<file path="src/rtl/core/rcss_pkg.sv">
`timescale 1ns / 1ps
`default_nettype none

package rcss_pkg;

  localparam int WORD_BITS    = 32;
  localparam int CFG_IDX_BITS = 2;

  localparam logic [CFG_IDX_BITS-1:0] CFG_TARGET_COUNT    = 2'd0;
  localparam logic [CFG_IDX_BITS-1:0] CFG_CANDIDATE_COUNT = 2'd1;
  localparam logic [CFG_IDX_BITS-1:0] CFG_ZERO_CATEGORY   = 2'd2;

  typedef enum logic [1:0] {
    ST_IDLE,
    ST_SETUP,
    ST_DIVIDE,
    ST_FINISH
  } state_t;

  typedef struct packed {
    logic capture;
    logic div_start;
    logic div_step;
    logic finish;
  } dp_cmd_t;

  typedef struct packed {
    logic bypass;
    logic div_last;
    logic out_free;
  } dp_status_t;

endpackage

`default_nettype wire

</file>
<file path="src/rtl/core/rcss_if.sv">
`timescale 1ns / 1ps
`default_nettype none

interface rcss_in_if #(
  parameter int RANDOM_BITS = 31
);
  logic                         valid;
  logic                         ready;
  logic signed [31:0]           cell_value;
  logic        [RANDOM_BITS-1:0] random_word;
  logic                         first_cell;

  modport source (output valid, output cell_value, output random_word, output first_cell,
                  input ready);
  modport sink   (input valid, input cell_value, input random_word, input first_cell,
                  output ready);
endinterface

interface rcss_out_if;
  logic               valid;
  logic               ready;
  logic signed [31:0] out_value;
  logic               selected;
  logic               all_targets_met;
  logic               count_error;

  modport source (output valid, output out_value, output selected, output all_targets_met,
                  output count_error, input ready);
  modport sink   (input valid, input out_value, input selected, input all_targets_met,
                  input count_error, output ready);
endinterface

`default_nettype wire

</file>
<file path="src/rtl/core/rcss_ctrl.sv">
`timescale 1ns / 1ps
`default_nettype none

module rcss_ctrl (
  input  wire logic                clk,
  input  wire logic                rst_n,
  input  wire logic                in_valid,
  output logic                     in_ready,
  input  wire rcss_pkg::dp_status_t st,
  output rcss_pkg::dp_cmd_t        cmd
);

  rcss_pkg::state_t state_r;
  rcss_pkg::state_t state_nxt;

  always_ff @(posedge clk) begin
    if (!rst_n) begin
      state_r <= rcss_pkg::ST_IDLE;
    end else begin
      state_r <= state_nxt;
    end
  end

  always_comb begin
    state_nxt = state_r;
    case (state_r)
      rcss_pkg::ST_IDLE: begin
        if (in_valid) state_nxt = rcss_pkg::ST_SETUP;
      end
      rcss_pkg::ST_SETUP: begin
        state_nxt = st.bypass ? rcss_pkg::ST_FINISH : rcss_pkg::ST_DIVIDE;
      end
      rcss_pkg::ST_DIVIDE: begin
        if (st.div_last) state_nxt = rcss_pkg::ST_FINISH;
      end
      rcss_pkg::ST_FINISH: begin
        if (st.out_free) state_nxt = rcss_pkg::ST_IDLE;
      end
      default: state_nxt = rcss_pkg::ST_IDLE;
    endcase
  end

  always_comb begin
    in_ready = 1'b0;
    cmd      = '0;
    case (state_r)
      rcss_pkg::ST_IDLE: begin
        in_ready    = rst_n;
        cmd.capture = in_valid && rst_n;
      end
      rcss_pkg::ST_SETUP: begin
        cmd.div_start = !st.bypass;
      end
      rcss_pkg::ST_DIVIDE: begin
        cmd.div_step = 1'b1;
      end
      rcss_pkg::ST_FINISH: begin
        cmd.finish = st.out_free;
      end
      default: begin
        in_ready = 1'b0;
      end
    endcase
  end

`ifndef SYNTHESIS
  a_capture_only_idle: assert property (@(posedge clk) disable iff (!rst_n)
    cmd.capture |=> state_r == rcss_pkg::ST_SETUP)
    else $error("capture did not lead to setup");
  a_finish_to_idle: assert property (@(posedge clk) disable iff (!rst_n)
    cmd.finish |=> in_ready)
    else $error("not ready after finish");
  a_step_in_divide: assert property (@(posedge clk) disable iff (!rst_n)
    cmd.div_start |=> cmd.div_step)
    else $error("divide did not follow start");
`endif

endmodule

`default_nettype wire

</file>
<file path="src/rtl/core/rcss_dp.sv">
`timescale 1ns / 1ps
`default_nettype none

module rcss_dp #(
  parameter int COUNT_BITS  = 32,
  parameter int RANDOM_BITS = 31
) (
  input  wire logic                                     clk,
  input  wire logic                                     rst_n,
  input  wire logic                                     cfg_we,
  input  wire logic [rcss_pkg::CFG_IDX_BITS-1:0]        cfg_index,
  input  wire logic [rcss_pkg::WORD_BITS-1:0]           cfg_wdata,
  input  wire logic signed [rcss_pkg::WORD_BITS-1:0]    cell_value,
  input  wire logic [RANDOM_BITS-1:0]                   random_word,
  input  wire logic                                     first_cell,
  input  wire rcss_pkg::dp_cmd_t                        cmd,
  output rcss_pkg::dp_status_t                          st,
  output logic                                          out_valid,
  input  wire logic                                     out_ready,
  output logic signed [rcss_pkg::WORD_BITS-1:0]         out_value,
  output logic                                          selected,
  output logic                                          all_targets_met,
  output logic                                          count_error
);

  localparam int WB        = rcss_pkg::WORD_BITS;
  localparam int STEP_BITS = $clog2(RANDOM_BITS);

  logic [WB-1:0]          target_count_r;
  logic [WB-1:0]          candidate_count_r;
  logic signed [WB-1:0]   zero_category_r;

  logic [COUNT_BITS-1:0]  targets_r, targets_nxt;
  logic [COUNT_BITS-1:0]  cands_r, cands_nxt;

  logic signed [WB-1:0]   cell_r;
  logic [RANDOM_BITS-1:0] rnd_sh_r;
  logic [COUNT_BITS-1:0]  rem_r;
  logic [STEP_BITS-1:0]   step_r;

  logic                   out_valid_r;
  logic signed [WB-1:0]   out_value_r;
  logic                   selected_r;
  logic                   met_r;
  logic                   err_r;

  logic [COUNT_BITS+WB-1:0] tc_ext, cc_ext;
  logic [COUNT_BITS:0]      shifted;
  logic [COUNT_BITS:0]      diff;
  logic                     elig_w, err_w, bypass_w, sel_w;
  logic signed [WB-1:0]     value_w;

  assign tc_ext = {{COUNT_BITS{1'b0}}, target_count_r};
  assign cc_ext = {{COUNT_BITS{1'b0}}, candidate_count_r};

  assign elig_w   = (targets_r != '0) && !(zero_category_r == '0 && cell_r == '0);
  assign err_w    = elig_w && (cands_r == '0);
  assign bypass_w = !elig_w || (cands_r == '0);
  assign sel_w    = !bypass_w && (rem_r < targets_r);
  assign value_w  = !sel_w ? '0 : ((cell_r == '0) ? zero_category_r : cell_r);

  assign targets_nxt = sel_w ? targets_r - COUNT_BITS'(1) : targets_r;
  assign cands_nxt   = bypass_w ? cands_r : cands_r - COUNT_BITS'(1);

  assign shifted = {rem_r, rnd_sh_r[RANDOM_BITS-1]};
  assign diff    = shifted - {1'b0, cands_r};

  assign st.bypass   = bypass_w;
  assign st.div_last = (step_r == STEP_BITS'(RANDOM_BITS - 1));
  assign st.out_free = !out_valid_r || out_ready;

  always_ff @(posedge clk) begin
    if (!rst_n) begin
      target_count_r    <= '0;
      candidate_count_r <= '0;
      zero_category_r   <= '0;
      targets_r         <= '0;
      cands_r           <= '0;
      out_valid_r       <= 1'b0;
    end else begin
      if (cfg_we) begin
        case (cfg_index)
          rcss_pkg::CFG_TARGET_COUNT:    target_count_r    <= cfg_wdata;
          rcss_pkg::CFG_CANDIDATE_COUNT: candidate_count_r <= cfg_wdata;
          rcss_pkg::CFG_ZERO_CATEGORY:   zero_category_r   <= cfg_wdata;
          default: ;
        endcase
      end
      if (cmd.capture && first_cell) begin
        targets_r <= tc_ext[COUNT_BITS-1:0];
        cands_r   <= cc_ext[COUNT_BITS-1:0];
      end else if (cmd.finish) begin
        targets_r <= targets_nxt;
        cands_r   <= cands_nxt;
      end
      if (cmd.finish) begin
        out_valid_r <= 1'b1;
      end else if (out_ready) begin
        out_valid_r <= 1'b0;
      end
    end
  end

  // restoring remainder, one random bit per cycle
  always_ff @(posedge clk) begin
    if (cmd.capture) begin
      cell_r   <= cell_value;
      rnd_sh_r <= random_word;
    end
    if (cmd.div_start) begin
      rem_r  <= '0;
      step_r <= '0;
    end else if (cmd.div_step) begin
      rem_r    <= diff[COUNT_BITS] ? shifted[COUNT_BITS-1:0] : diff[COUNT_BITS-1:0];
      rnd_sh_r <= {rnd_sh_r[RANDOM_BITS-2:0], 1'b0};
      step_r   <= step_r + STEP_BITS'(1);
    end
    if (cmd.finish) begin
      out_value_r <= value_w;
      selected_r  <= sel_w;
      met_r       <= (targets_nxt == '0);
      err_r       <= err_w;
    end
  end

  assign out_valid       = out_valid_r;
  assign out_value       = out_value_r;
  assign selected        = selected_r;
  assign all_targets_met = met_r;
  assign count_error     = err_r;

`ifndef SYNTHESIS
  a_rem_below_divisor: assert property (@(posedge clk) disable iff (!rst_n)
    cmd.div_step |-> rem_r < cands_r)
    else $error("remainder not below candidate count");
  a_finish_when_free: assert property (@(posedge clk) disable iff (!rst_n)
    cmd.finish |-> st.out_free)
    else $error("result overwritten before transfer");
  a_target_decrement: assert property (@(posedge clk) disable iff (!rst_n)
    (cmd.finish && sel_w) |=> targets_r == $past(targets_r) - COUNT_BITS'(1))
    else $error("targets not decremented on selection");
  a_error_not_selected: assert property (@(posedge clk) disable iff (!rst_n)
    cmd.finish |=> !(selected_r && err_r))
    else $error("error and selection together");
`endif

endmodule

`default_nettype wire

</file>
<file path="src/rtl/core/raster_cell_selection_sampler.sv">
// Flow: a skipped, exhausted or error cell goes from setup straight to finish;
//   a candidate cell first runs the bit-serial remainder over its random word.
// Input is accepted only when idle, so an item's result is registered before the next is taken.
// A finished result waits in the output register while the next item is taken.
// Reset (rst_n, synchronous, active low) clears config registers, counters, state and valid.
`timescale 1ns / 1ps
`default_nettype none

module raster_cell_selection_sampler #(
  parameter int COUNT_BITS  = 32,
  parameter int RANDOM_BITS = 31
) (
  input  wire logic                                clk,
  input  wire logic                                rst_n,
  input  wire logic                                cfg_we,
  input  wire logic [rcss_pkg::CFG_IDX_BITS-1:0]   cfg_index,
  input  wire logic [rcss_pkg::WORD_BITS-1:0]      cfg_wdata,
  rcss_in_if.sink                                  in_if,
  rcss_out_if.source                               out_if
);

  rcss_pkg::dp_cmd_t    cmd;
  rcss_pkg::dp_status_t st;
  logic                 in_ready;

  assign in_if.ready = in_ready;

  rcss_ctrl u_ctrl (
    .clk      (clk),
    .rst_n    (rst_n),
    .in_valid (in_if.valid),
    .in_ready (in_ready),
    .st       (st),
    .cmd      (cmd)
  );

  rcss_dp #(
    .COUNT_BITS  (COUNT_BITS),
    .RANDOM_BITS (RANDOM_BITS)
  ) u_dp (
    .clk             (clk),
    .rst_n           (rst_n),
    .cfg_we          (cfg_we),
    .cfg_index       (cfg_index),
    .cfg_wdata       (cfg_wdata),
    .cell_value      (in_if.cell_value),
    .random_word     (in_if.random_word),
    .first_cell      (in_if.first_cell),
    .cmd             (cmd),
    .st              (st),
    .out_valid       (out_if.valid),
    .out_ready       (out_if.ready),
    .out_value       (out_if.out_value),
    .selected        (out_if.selected),
    .all_targets_met (out_if.all_targets_met),
    .count_error     (out_if.count_error)
  );

endmodule

`default_nettype wire
</file>
<file path="src/flat_wrapper.sv">
// flat-port wrapper written by rule: the top's interface ports become plain ports
module raster_cell_selection_sampler_flat 
#(
  parameter int COUNT_BITS  = 32,
  parameter int RANDOM_BITS = 31
)
  (clk, rst_n, cfg_we, cfg_index, cfg_wdata, in_if_valid, in_if_cell_value, in_if_random_word, in_if_first_cell, in_if_ready, out_if_valid, out_if_out_value, out_if_selected, out_if_all_targets_met, out_if_count_error, out_if_ready);
  rcss_in_if #(.RANDOM_BITS(RANDOM_BITS)) in_if_i ();
  rcss_out_if out_if_i ();
  input  wire logic clk;
  input  wire logic rst_n;
  input  wire logic cfg_we;
  input  wire logic [rcss_pkg::CFG_IDX_BITS-1:0] cfg_index;
  input  wire logic [rcss_pkg::WORD_BITS-1:0] cfg_wdata;
  input wire logic [$bits(in_if_i.valid)-1:0] in_if_valid;
  input wire logic [$bits(in_if_i.cell_value)-1:0] in_if_cell_value;
  input wire logic [$bits(in_if_i.random_word)-1:0] in_if_random_word;
  input wire logic [$bits(in_if_i.first_cell)-1:0] in_if_first_cell;
  output wire logic [$bits(in_if_i.ready)-1:0] in_if_ready;
  output wire logic [$bits(out_if_i.valid)-1:0] out_if_valid;
  output wire logic [$bits(out_if_i.out_value)-1:0] out_if_out_value;
  output wire logic [$bits(out_if_i.selected)-1:0] out_if_selected;
  output wire logic [$bits(out_if_i.all_targets_met)-1:0] out_if_all_targets_met;
  output wire logic [$bits(out_if_i.count_error)-1:0] out_if_count_error;
  input wire logic [$bits(out_if_i.ready)-1:0] out_if_ready;
  assign in_if_i.valid = in_if_valid;
  assign in_if_i.cell_value = in_if_cell_value;
  assign in_if_i.random_word = in_if_random_word;
  assign in_if_i.first_cell = in_if_first_cell;
  assign in_if_ready = in_if_i.ready;
  assign out_if_valid = out_if_i.valid;
  assign out_if_out_value = out_if_i.out_value;
  assign out_if_selected = out_if_i.selected;
  assign out_if_all_targets_met = out_if_i.all_targets_met;
  assign out_if_count_error = out_if_i.count_error;
  assign out_if_i.ready = out_if_ready;
  raster_cell_selection_sampler #(.COUNT_BITS(COUNT_BITS), .RANDOM_BITS(RANDOM_BITS)) u_core (.clk(clk), .rst_n(rst_n), .cfg_we(cfg_we), .cfg_index(cfg_index), .cfg_wdata(cfg_wdata), .in_if(in_if_i), .out_if(out_if_i));
endmodule
</file>
<file path="config.mk">
export PLATFORM = sky130hd
export DESIGN_NAME = raster_cell_selection_sampler_flat
export DESIGN_NICKNAME = d
export VERILOG_FILES = /design/src/rtl/core/rcss_pkg.sv /design/src/rtl/core/rcss_if.sv /design/src/rtl/core/rcss_ctrl.sv /design/src/rtl/core/rcss_dp.sv /design/src/rtl/core/raster_cell_selection_sampler.sv /design/src/flat_wrapper.sv
export SDC_FILE = /design/constraint.sdc
export NUM_CORES = 1
export LEC_CHECK = 0
export BUFFER_PORTS_ARGS = -buffer_cell sky130_fd_sc_hd__buf_2
export CAP_MARGIN = 20
export CORE_AREA = 4 4 166 168
export CTS_BUF_LIST = sky130_fd_sc_hd__clkbuf_16
export CTS_CLUSTER_DIAMETER = 80
export DETAILED_ROUTE_END_ITERATION = 16
export DIE_AREA = 0 0 170 172
export PLACE_DENSITY = 0.83
export SETUP_SLACK_MARGIN = 0.4
export SKIP_CTS_REPAIR_TIMING = 1
export SYNTH_ARGS = -nofsm -noshare
export SYNTH_HDL_FRONTEND = slang
export SYNTH_SLANG_ARGS = --single-unit
</file>
<file path="constraint.sdc">
create_clock -name clk -period 4.28 [get_ports clk]
set_clock_uncertainty 0.2 [all_clocks]
set_input_delay 0.428 -clock clk [delete_from_list [all_inputs] [get_ports clk]]
set_output_delay 0.428 -clock clk [all_outputs]
set_load 0.02 [all_outputs]
</file>
==> results of run 1 <==
sequential cells by signal (all words and copies together), names as in the netlist, 32 cells and up:
register and cells:
u_core.u_dp.candidate_count_r 32, u_core.u_dp.cands_r 32, u_core.u_dp.cell_r 32, u_core.u_dp.out_value 32, u_core.u_dp.rem_r 32, u_core.u_dp.target_count_r 32
u_core.u_dp.targets_r 32, u_core.u_dp.zero_category_r 32
routing by layer:
| layer | GRT usage (%) | wire length (microns) |
|---|---|---|
| met1 | 40.2 | 19000 |
| met2 | 48.4 | 23400 |
| met3 | 5.01 | 4580 |
| met4 | 14.4 | 2770 |
| met5 | 0 | 0 |
cell usage after synthesis (13+ instances only):
library cell    n
edfxtp_1       67
a21oi_1       200
nand3_1        48
o2111ai_1      16
nand3b_1       13
nor4_1         38
ha_1           74
a211oi_1       37
dfxtp_1       231
a21o_1         35
nand4_1        35
nor2_1         92
nor3_1         40
nand2_1       308
clkbuf_1       91
a31oi_1        26
and3_1         17
xnor2_1        66
mux2i_1        32
inv_1         116
o21ai_0       131
kinds of logic (layout without fill, tap and decap cells):
kind of cell | count (synthesis) | after routing | synth area share, %
AND/OR/NAND/NOR | 654 | 655 | 19.7
AO/OA/AOI/OAI | 511 | 513 | 19.8
flip-flops | 298 | 298 | 42.9
buffers and inverters | 223 | 418 | 5.46
adder cells (fa/ha/maj) | 75 | 75 | 6.11
XOR/XNOR | 71 | 71 | 4.02
multiplexers | 32 | 32 | 2.07
power breakdown:
part / leakage (nW) / switching, W / internal [W]
clock: 0.565 / 0.00124 / 0.00162
sequential: 2.51 / 0.000482 / 0.00351
combinational: 4.18 / 0.00420 / 0.00270
worst register-to-register path: cells and delay by family, from the launching register on:
| kind | cells | cell delay (ns) |
|---|---|---|
| simple gates | 5 | 1.41 |
| compound gates | 4 | 1.32 |
| flops | 1 | 0.44 |
| fa+ha+maj | 1 | 0.36 |
final cells by class:
type	instances	area (sq um)	area share (%)
timing repair buffer	240	1670	9.09
clock buffer	35	876	4.77
inverter	117	447	2.43
multi-input combinational	1346	8120	44.2
sequential	298	6640	36.1
clock inverter	26	214	1.16
tap	335	419	2.28
metrics by stage:
| step | instances | setup WS [ns] | cell area (sq um) | util [%] | hold WS [ns] |
|---|---|---|---|---|---|
| floorplan | 1864 | 0.811 | 15500 | - | 0.224 |
| global placement | 2270 | 0.364 | 16500 | 63.8 | 0.231 |
| detailed placement | 2271 | 0.318 | 16600 | 63.9 | 0.243 |
| CTS | 2332 | 0.275 | 17700 | 68.1 | -0.136 |
| global route | 2397 | 0.357 | 18400 | 70.9 | 0.00128 |
| finish | 2397 | 0.479 | 18400 | 70.9 | -0.00984 |
cells in the final DEF, fill, tap and decap left out, drive strengths merged, types with 35 or more instances in the layout:
| cell type | instances |
|---|---|
| clkbuf | 35 |
| a211oi | 37 |
| edfxtp | 67 |
| nand3 | 48 |
| ha | 74 |
| a21o | 35 |
| a21oi | 201 |
| nand4 | 35 |
| xnor2 | 66 |
| nor4 | 38 |
| dfxtp | 231 |
| inv | 128 |
| nand2 | 308 |
| buf | 184 |
| dlygate4sd3 | 56 |
| o21ai | 131 |
| nor3 | 40 |
| nor2 | 92 |
worst max path at each step:
stage	from	end	slack, ns	cells past startpoint
6_report	u_core.u_dp.rem_r[20]	u_core.u_dp.rem_r[25]	0.48	10
3_3_place_gp	u_core.u_dp.rnd_sh_r[30]	u_core.u_dp.rem_r[25]	0.36	13
5_1_grt	u_core.u_dp.rnd_sh_r[30]	u_core.u_dp.rem_r[9]	0.36	13
2_1_floorplan	u_core.u_dp.cands_r[21]	u_core.u_dp.rem_r[13]	0.81	12
3_5_place_dp	u_core.u_dp.targets_r[8]	u_core.u_dp.targets_r[15]	0.32	12
4_1_cts	u_core.u_dp.cands_r[0]	u_core.u_dp.rem_r[2]	0.28	13
==> flow_summary.toml, run 1 <==
[outcome]
status = "complete, but fails checks"
violations = "hold timing"

[clock_tree]
cts.path.max_buffers = 3
cts.sinks = 298
root_buffer = "clkbuf_16"
clk_pin_slew_ns = 0.06
cts_max_level = 2
numCtsBuffers = 34
insertion_delay_ns = 0.54
cts_tree = "built"

[die]
start_util_pct = 59.8
ios = 140
die_area_sq_mm = 0.0292
fp.dieH_microns = 172
num_rows = 59
fp.dieW_microns = 170
core-area_sq_mm = 0.0259

[routing]
dr.pass1.iters = 7
wl_microns = 49800
antenna_left = 0
remaining_drc_errors = 0
drt-initial-drc-count = 1660
vias = 15160
wire_per_inst_microns = 20.8
vias_per_cell = 6.32

[timing]
max_slew_margin_pct = 38.7
slew_viol_final = 0
rsz0062_at_grt = "no"
period_share_pct = 88.8
fin_tns_setup_ns = 0
finalSetupViolCount = 0
worst_slew_pin_slew_ns = 0.919
hold_viol = 4
period_needed_ns = 3.80
timing.fmax_mhz = 263
fin_hold_ws_ns = -0.00984

[power_and_ir_drop]
power.density_mw_per_mm2 = 748
p_leak_nw = 7.25
report.power.total_w = 0.0137
ir_worst_vdd_mv = 0.533

[worst_setup_path]
crit_buf_inv = 0
crit_fanout = 6
worstPathRequired_ns = 4.52
crit_slowest_cell = "a2111o_2"
rr_startpoint = "u_core.u_dp.rem_r[20]"
critPathArrivalTime_ns = 4.04
crit_family = "simple AND/OR/NAND/NOR gates"
path_cells = "ha_2, and3_2, and2_4, a211o_1, nor2_1, o211ai_1, a2111o_2, and3_4, or4_1, a31oi_1"
worstSetupPathType = "reg2reg"
cp-start-kind = "flip-flop"
reg2reg_slack_ns = 0.48
timing.rr.end = "u_core.u_dp.rem_r[25]"
cp-end-kind = "flip-flop"
crit_path_max_incr_delay_ns = 0.60
r2r.worst_path.cells = 10

[synthesis]
synth_cell_type_count = 66
synth_top_flop_cell = "dfxtp_1"
ys_ff_latch = 298
synth_top_area_share_pct = 29.9
async_reset_ff_share_pct = 0
syn_inst = 1864
synth_edf_count = 67
yosys_warnings = 0
yosys-top-cells-area = "dfxtp_1 (30%), edfxtp_1 (13%), nand2_1 (7.5%)"
synth_nets = 2042
yosysSeqAreaShare_pct = 42.9
avgSynthCellArea_sq_um = 8.31
synthesis.area_sq_mm = 0.0155
synth.largest_area_cell = "dfxtp_1"

[placed_design]
gp_congestion = 0.965
place_hpwl_microns = 32200
port_buffers = 139

[hold_path]
hold_path.class = "in2reg"
min_to = "u_core.u_dp.candidate_count_r[0]"
hp-start = "cfg_wdata[0]"
hold_path_depth = 3

[global_route]
grt_usage_pct = 30.2
grt_max_degree = 88
antenna_found_initial = 0
grt_pass1_vias = 13900
overflow = 0
grt_pass1_wl_microns = 71900

[layout]
area_growth_pct = 18.7
drive_above_1_share_pct = 12.9
nFillCells = 1890
final_nets = 2215
antenna_cells = 0

[flow_run]
cap_violations = 0
Note: power is estimated with default switching activity, not from simulation.
==> inputs of run 2 (changes only) <==
--- a/config.mk
+++ b/config.mk
@@ -7,12 +7,12 @@
 export LEC_CHECK = 0
 export BUFFER_PORTS_ARGS = -buffer_cell sky130_fd_sc_hd__buf_2
 export CAP_MARGIN = 20
-export CORE_AREA = 4 4 166 168
+export CORE_AREA = 4 4 175 177
 export CTS_BUF_LIST = sky130_fd_sc_hd__clkbuf_16
 export CTS_CLUSTER_DIAMETER = 80
 export DETAILED_ROUTE_END_ITERATION = 16
-export DIE_AREA = 0 0 170 172
-export PLACE_DENSITY = 0.83
+export DIE_AREA = 0 0 179 181
+export PLACE_DENSITY = 0.78
 export SETUP_SLACK_MARGIN = 0.4
 export SKIP_CTS_REPAIR_TIMING = 1
 export SYNTH_ARGS = -nofsm -noshare
==> constraint.sdc (replaced) <==
create_clock -name clk -period 3.05 [get_ports clk]
set_clock_uncertainty 0.2 [all_clocks]
set_input_delay 0.305 -clock clk [delete_from_list [all_inputs] [get_ports clk]]
set_output_delay 0.305 -clock clk [all_outputs]
set_load 0.02 [all_outputs]
==> flow_summary.toml, run 2 (synthesis gave the netlist of run 1 again) <==
[outcome]
status = "complete, but fails checks"
violations = "setup timing"

[timing]
max_slew_margin_pct = 51.1
setup_slack_ns = -0.368
rsz0062_at_grt = "yes"
slew_viol_final = 0
finalSetupViolCount = 122
period_needed_ns = 3.42
timing.fmax_mhz = 293
hold_viol = 0
fin_hold_ws_ns = 0.0325
worst_slew_pin_slew_ns = 0.734
period_share_pct = 112

[worst_setup_path]
critPathArrivalTime_ns = 3.68
worstSetupPathType = "reg2reg"
rr_startpoint = "u_core.u_dp.rem_r[1]"
crit_path_start = "u_core.u_dp.rem_r[1]"
worstPathRequired_ns = 3.31
crit_fanout = 7
cp-end-kind = "flip-flop"
cp-start-kind = "flip-flop"

[layout]
final_nets = 2530
antenna_cells = 0
mostFrequentLayoutCells = "nand2_1 (275), buf_4 (270), dfxtp_1 (200)"
final_common_cell = "nand2_1"
drive_above_1_share_pct = 33.6
area_growth_pct = 46.2
multi_input_area_sq_mm = 0.00945
nFillCells = 1824
fin_cells = 2766
regArea_sq_mm = 0.00668

[clock_tree]
root_buffer = "clkbuf_16"
numCtsBuffers = 30
cts_tree = "built"
cts_max_level = 1
clk_pin_slew_ns = 0.07
cts.sinks = 298
insertion_delay_ns = 0.58
cts.path.max_buffers = 3

[flow_run]
cap_violations = 0

[routing]
wl_microns = 60400
vias = 17221
wire_per_inst_microns = 21.8
remaining_drc_errors = 0
vias_per_cell = 6.23
dr.pass1.iters = 7
drt-initial-drc-count = 2336
antenna_left = 0

[power_and_ir_drop]
p_switching_w = 0.0108
p_clk_share_pct = 15.2
cell_internal_pwr_w = 0.0145
power.density_mw_per_mm2 = 1120
combPwrFrac_pct = 62.5
p_seq_share_pct = 22.3
p_sw_share_pct = 42.7
p_leak_nw = 9.16
ir_worst_vdd_mv = 0.794

[placed_design]
gp_congestion = 0.963
place_hpwl_microns = 36700
port_buffers = 139
dp.cells = 2561

[die]
num_rows = 63
ios = 140
fp.dieH_microns = 181
die_area_sq_mm = 0.0324
core-area_sq_mm = 0.0292
start_util_pct = 52.9
fp.dieW_microns = 179

[hold_path]
hp-start = "in_if_first_cell"
hold_path.class = "in2reg"

[global_route]
grt_pass1_vias = 15064
overflow = 0
antenna_found_initial = 0
grt_max_degree = 76
grt_usage_pct = 29.0
grt_pass1_wl_microns = 76900
## run 2: changes by cell type in the layout (fill, tap and decap cells not counted), sizes merged
cell	change
and3	-1
buf	+273
a2111o	-1
clkinvlp	+1
clkinv	+2
bufinv	+2
inv	-5
dlygate4sd3	+41
and2	+1
clkbuf	+1
## run 2: layout make-up
type                            count  area share (%)
Tap cell                          390            2.16
Sequential cell                   298            29.5
Clock buffer                       31            3.43
Timing Repair Buffer              559            20.0
Multi-Input combinational cell   1345            41.8
Inverter                          117            2.06
Timing Repair inverter              1          0.0498
Clock inverter                     25            1.00
## run 2: power groups by stage
| stage | Clock [W] | Sequential [W] | Combinational [W] |
|---|---|---|---|
| floorplan | 0 | 0.00551 | 0.00724 |
| CTS | 0.00379 | 0.00544 | 0.0119 |
| global placement | 0 | 0.00549 | 0.0115 |
| global route | 0.00401 | 0.00566 | 0.0168 |
| detailed placement | 0 | 0.00551 | 0.0118 |
| finish | 0.00385 | 0.00563 | 0.0158 |
## run 2: path summary, 6_finish.rpt
| check | end | slack, ns | cells after the start |
|---|---|---|---|
| hold / removal | u_core.u_dp.cands_r[1] | 0.03 | 4 |
| setup reg to reg | u_core.u_dp.targets_r[28] | -0.37 | 12 |
| hold reg to reg | u_core.u_dp.target_count_r[20] | 0.25 | 2 |
| setup / recovery | u_core.u_dp.targets_r[28] | -0.37 | 12 |
## run 2: layer usage
metal / GRT usage (%) / wire length, microns / vias up
met5: 0 / 0 / -
met4: 9.36 / 3620 / 0
met3: 5.17 / 5190 / 286
met2: 48.4 / 29400 / 1132
met1: 38.2 / 22100 / 8184
li1: - / - / 7619
## run 2: worst max-delay path: stages, from the launching register on
cell and delay, ns:
dfxtp_2 0.39, ha_4 0.22, a21o_1 0.18, a211o_1 0.35, a221oi_4 0.37, nor3_2 0.09
or3_4 0.47, buf_12 0.18, nor2_4 0.22, buf_12 0.16, nand2_1 0.06, xnor2_1 0.16
a211oi_2 0.26
## run 2: stage by stage
stage          utilization, %  setup slack (ns)  instance area (sq um)  TNS [ns]  total power [W]
5_1_grt                  77.4            -0.419                  22600    -29.40           0.0264
2_1_floorplan               -            -0.175                  16000     -2.82           0.0127
3_5_place_dp             64.8            -0.435                  19000    -19.03           0.0173
3_3_place_gp             64.8            -0.361                  19000     -8.98           0.0170
4_1_cts                  68.2            -0.454                  20000    -23.46           0.0211
6_report                 77.4            -0.368                  22600    -19.01           0.0253
==> inputs of run 3 (changes only) <==
--- a/config.mk
+++ b/config.mk
@@ -5,14 +5,15 @@
 export SDC_FILE = /design/constraint.sdc
 export NUM_CORES = 1
 export LEC_CHECK = 0
+export ABC_AREA = 1
 export BUFFER_PORTS_ARGS = -buffer_cell sky130_fd_sc_hd__buf_2
 export CAP_MARGIN = 20
-export CORE_AREA = 4 4 175 177
+export CORE_AREA = 4 4 178 180
 export CTS_BUF_LIST = sky130_fd_sc_hd__clkbuf_16
 export CTS_CLUSTER_DIAMETER = 80
 export DETAILED_ROUTE_END_ITERATION = 16
-export DIE_AREA = 0 0 179 181
-export PLACE_DENSITY = 0.78
+export DIE_AREA = 0 0 182 184
+export PLACE_DENSITY = 0.8
 export SETUP_SLACK_MARGIN = 0.4
 export SKIP_CTS_REPAIR_TIMING = 1
 export SYNTH_ARGS = -nofsm -noshare
==> flow_summary.toml, run 3 <==
[die]
die_area_sq_mm = 0.0335
fp.dieH_microns = 184
num_rows = 64
core-area_sq_mm = 0.0302
ios = 140
fp.dieW_microns = 182
start_util_pct = 54.5

[synthesis]
muxShareOfSynthArea_pct = 0
yosysSeqAreaShare_pct = 40.3
synth_cell_type_count = 51
synth.largest_area_cell = "dfxtp_1"
yosys-top-cells-count = "nand2_1 (548), nor2_1 (420), dfxtp_1 (231), o21ai_0 (199), inv_1 (177)"
yosysMostFrequentCell = "nand2_1"
synth_edf_count = 67
synthesis.area_sq_mm = 0.0165
synth_compound_area_share_pct = 14.8
yosys_warnings = 0
synthSimpleGateAreaFrac_pct = 28.2
synth_top_flop_cell = "dfxtp_1"
yosys-top-cells-area = "dfxtp_1 (28%), nand2_1 (12%), edfxtp_1 (12%)"
synth_top_family_by_area = "simple AND/OR/NAND/NOR gates"
synth_nets = 2501
synth_xor_area_share_pct = 3.88
synth_top_area_share_pct = 28.1
avgSynthCellArea_sq_um = 7.09
async_reset_ff_share_pct = 0
syn_inst = 2323
ys_ff_latch = 298
synthAdderAreaFrac_pct = 5.75

[placed_design]
postPlaceCellArea_sq_mm = 0.0176
gp_congestion = 1.06
port_buffers = 139
place_hpwl_microns = 37500

[power_and_ir_drop]
p_seq_share_pct = 26.9
cell_internal_pwr_w = 0.0110
p_switching_w = 0.00922
report.power.total_w = 0.0202
p_sw_share_pct = 45.7
combPwrFrac_pct = 55.1
p_leak_nw = 8.97
p_clk_share_pct = 18.0
power.density_mw_per_mm2 = 984
ir_worst_vdd_mv = 0.653

[layout]
regArea_sq_mm = 0.00672
drive_above_1_share_pct = 17.3
stdcell_area_sq_mm = 0.0205
nFillCells = 2384
final_common_cell = "nand2_1"
multi_input_area_sq_mm = 0.00917
final_nets = 2749
mostFrequentLayoutCells = "nand2_1 (534), nor2_1 (406), o21ai_0 (192)"
area_growth_pct = 24.6
fin_util_pct = 67.9

[worst_setup_path]
rr_startpoint = "u_core.u_dp.cands_r[0]"
cp-end-kind = "flip-flop"
reg2reg_slack_ns = 0.22
critPathArrivalTime_ns = 3.13
worstPathRequired_ns = 3.36
crit_fanout = 14
worstSetupPathType = "reg2reg"
cp-start-kind = "flip-flop"
r2r.worst_path.cells = 12
timing.rr.end = "u_core.u_dp.rem_r[2]"

[clock_tree]
clk_pin_slew_ns = 0.06
root_buffer = "clkbuf_16"
numCtsBuffers = 31
cts_max_level = 1
cts.sinks = 298
cts_tree = "built"
insertion_delay_ns = 0.59
cts.path.max_buffers = 3

[global_route]
grt_util_met1_pct = 38.1
grt_pass1_wl_microns = 79600
grt_usage_pct = 28.9
grt.met3_usage_pct = 5.20
grtUsageMet2_pct = 47.2
antenna_found_initial = 3
overflow = 0
busiest_layer = "met2"
grt_pass1_vias = 15508
grt_max_degree = 106

[timing]
max_slew_margin_pct = 31.9
timing.fmax_mhz = 354
fin_tns_setup_ns = 0
worst_slew_pin_slew_ns = 1.02
finalSetupViolCount = 0
hold_viol = 0
rsz0062_at_grt = "yes"
period_needed_ns = 2.83
slew_viol_final = 0
period_share_pct = 92.7

[routing]
vias_per_cell = 5.76
wire_per_inst_microns = 18.8
drt-initial-drc-count = 1753
antenna_left = 0
dr.pass1.iters = 7
remaining_drc_errors = 0
wl_microns = 56400
vias = 17258

[hold_path]
min_to = "u_core.u_dp.rnd_sh_r[0]"
hold_path.class = "in2reg"
hold_path_depth = 6
hp-start = "rst_n"

[flow_run]
cap_violations = 0

[outcome]
status = "finished clean"
## run 3: logic make-up after synthesis
logic type	after synthesis
fa+ha+maj	75
flops	298
simple gates	1134
buf+inv	296
xor+xnor	73
compound gates	447
## run 3: layout make-up
type	instances	area share, %
multi-input cells	1731	44.7
flip-flops and latches	298	32.8
repair buffers	311	11.7
clock buffers	32	3.90
inverters	198	3.66
well taps	396	2.42
clock inverters	26	0.769
diodes	2	0.0244
## run 3: how the worst max path moves through the flow
stage                             endpoint                 startpoint  cells past startpoint
4_1_cts              u_core.u_dp.rem_r[28]   u_core.u_dp.rnd_sh_r[30]                     15
3_5_place_dp         u_core.u_dp.rem_r[28]   u_core.u_dp.rnd_sh_r[30]                     15
3_3_place_gp         u_core.u_dp.rem_r[28]   u_core.u_dp.rnd_sh_r[30]                     15
2_1_floorplan  u_core.u_dp.all_targets_met  u_core.u_dp.targets_r[27]                     15
6_report              u_core.u_dp.rem_r[2]     u_core.u_dp.cands_r[0]                     12
5_1_grt        u_core.u_dp.all_targets_met  u_core.u_dp.targets_r[11]                     16
## run 3: routing by layer
layer / part of all wire [%] / vias to the layer above
met5: 0.023 / -
met4: 4.8 / 2
met3: 8.7 / 171
met2: 47 / 962
met1: 39 / 7972
li1: - / 8151
## run 3: critical path, stage by stage, from the launching register on
cell and delay (ns):
dfxtp_2 0.37, ha_4 0.18, fa_2 0.39, o21ai_4 0.22
a21oi_4 0.10, o21ai_2 0.20, nand4_1 0.20, nand2_1 0.17
nand2_4 0.09, nand2_2 0.14, clkbuf_16 0.19, o211ai_1 0.09
a21oi_1 0.20
## run 3: power groups by stage
| stage | logic [W] | clock network, W | registers, W |
|---|---|---|---|
| detailed placement | 0.00909 | 0 | 0.00538 |
| global route | 0.0122 | 0.00378 | 0.00547 |
| global placement | 0.00894 | 0 | 0.00536 |
| CTS | 0.00921 | 0.00361 | 0.00531 |
| finish | 0.0111 | 0.00363 | 0.00542 |
| floorplan | 0.00672 | 0 | 0.00526 |
## run 3: through the flow
step                      cells  worst slack, ns  hold slack [ns]
after floorplan            2323            0.528            0.204
after global placement     2809            0.132            0.256
after detailed placement   2809           0.0572            0.265
after CTS                  2867           0.0417           -0.318
after global routing       2994            0.135            0.110
final                      2994            0.223           0.0469
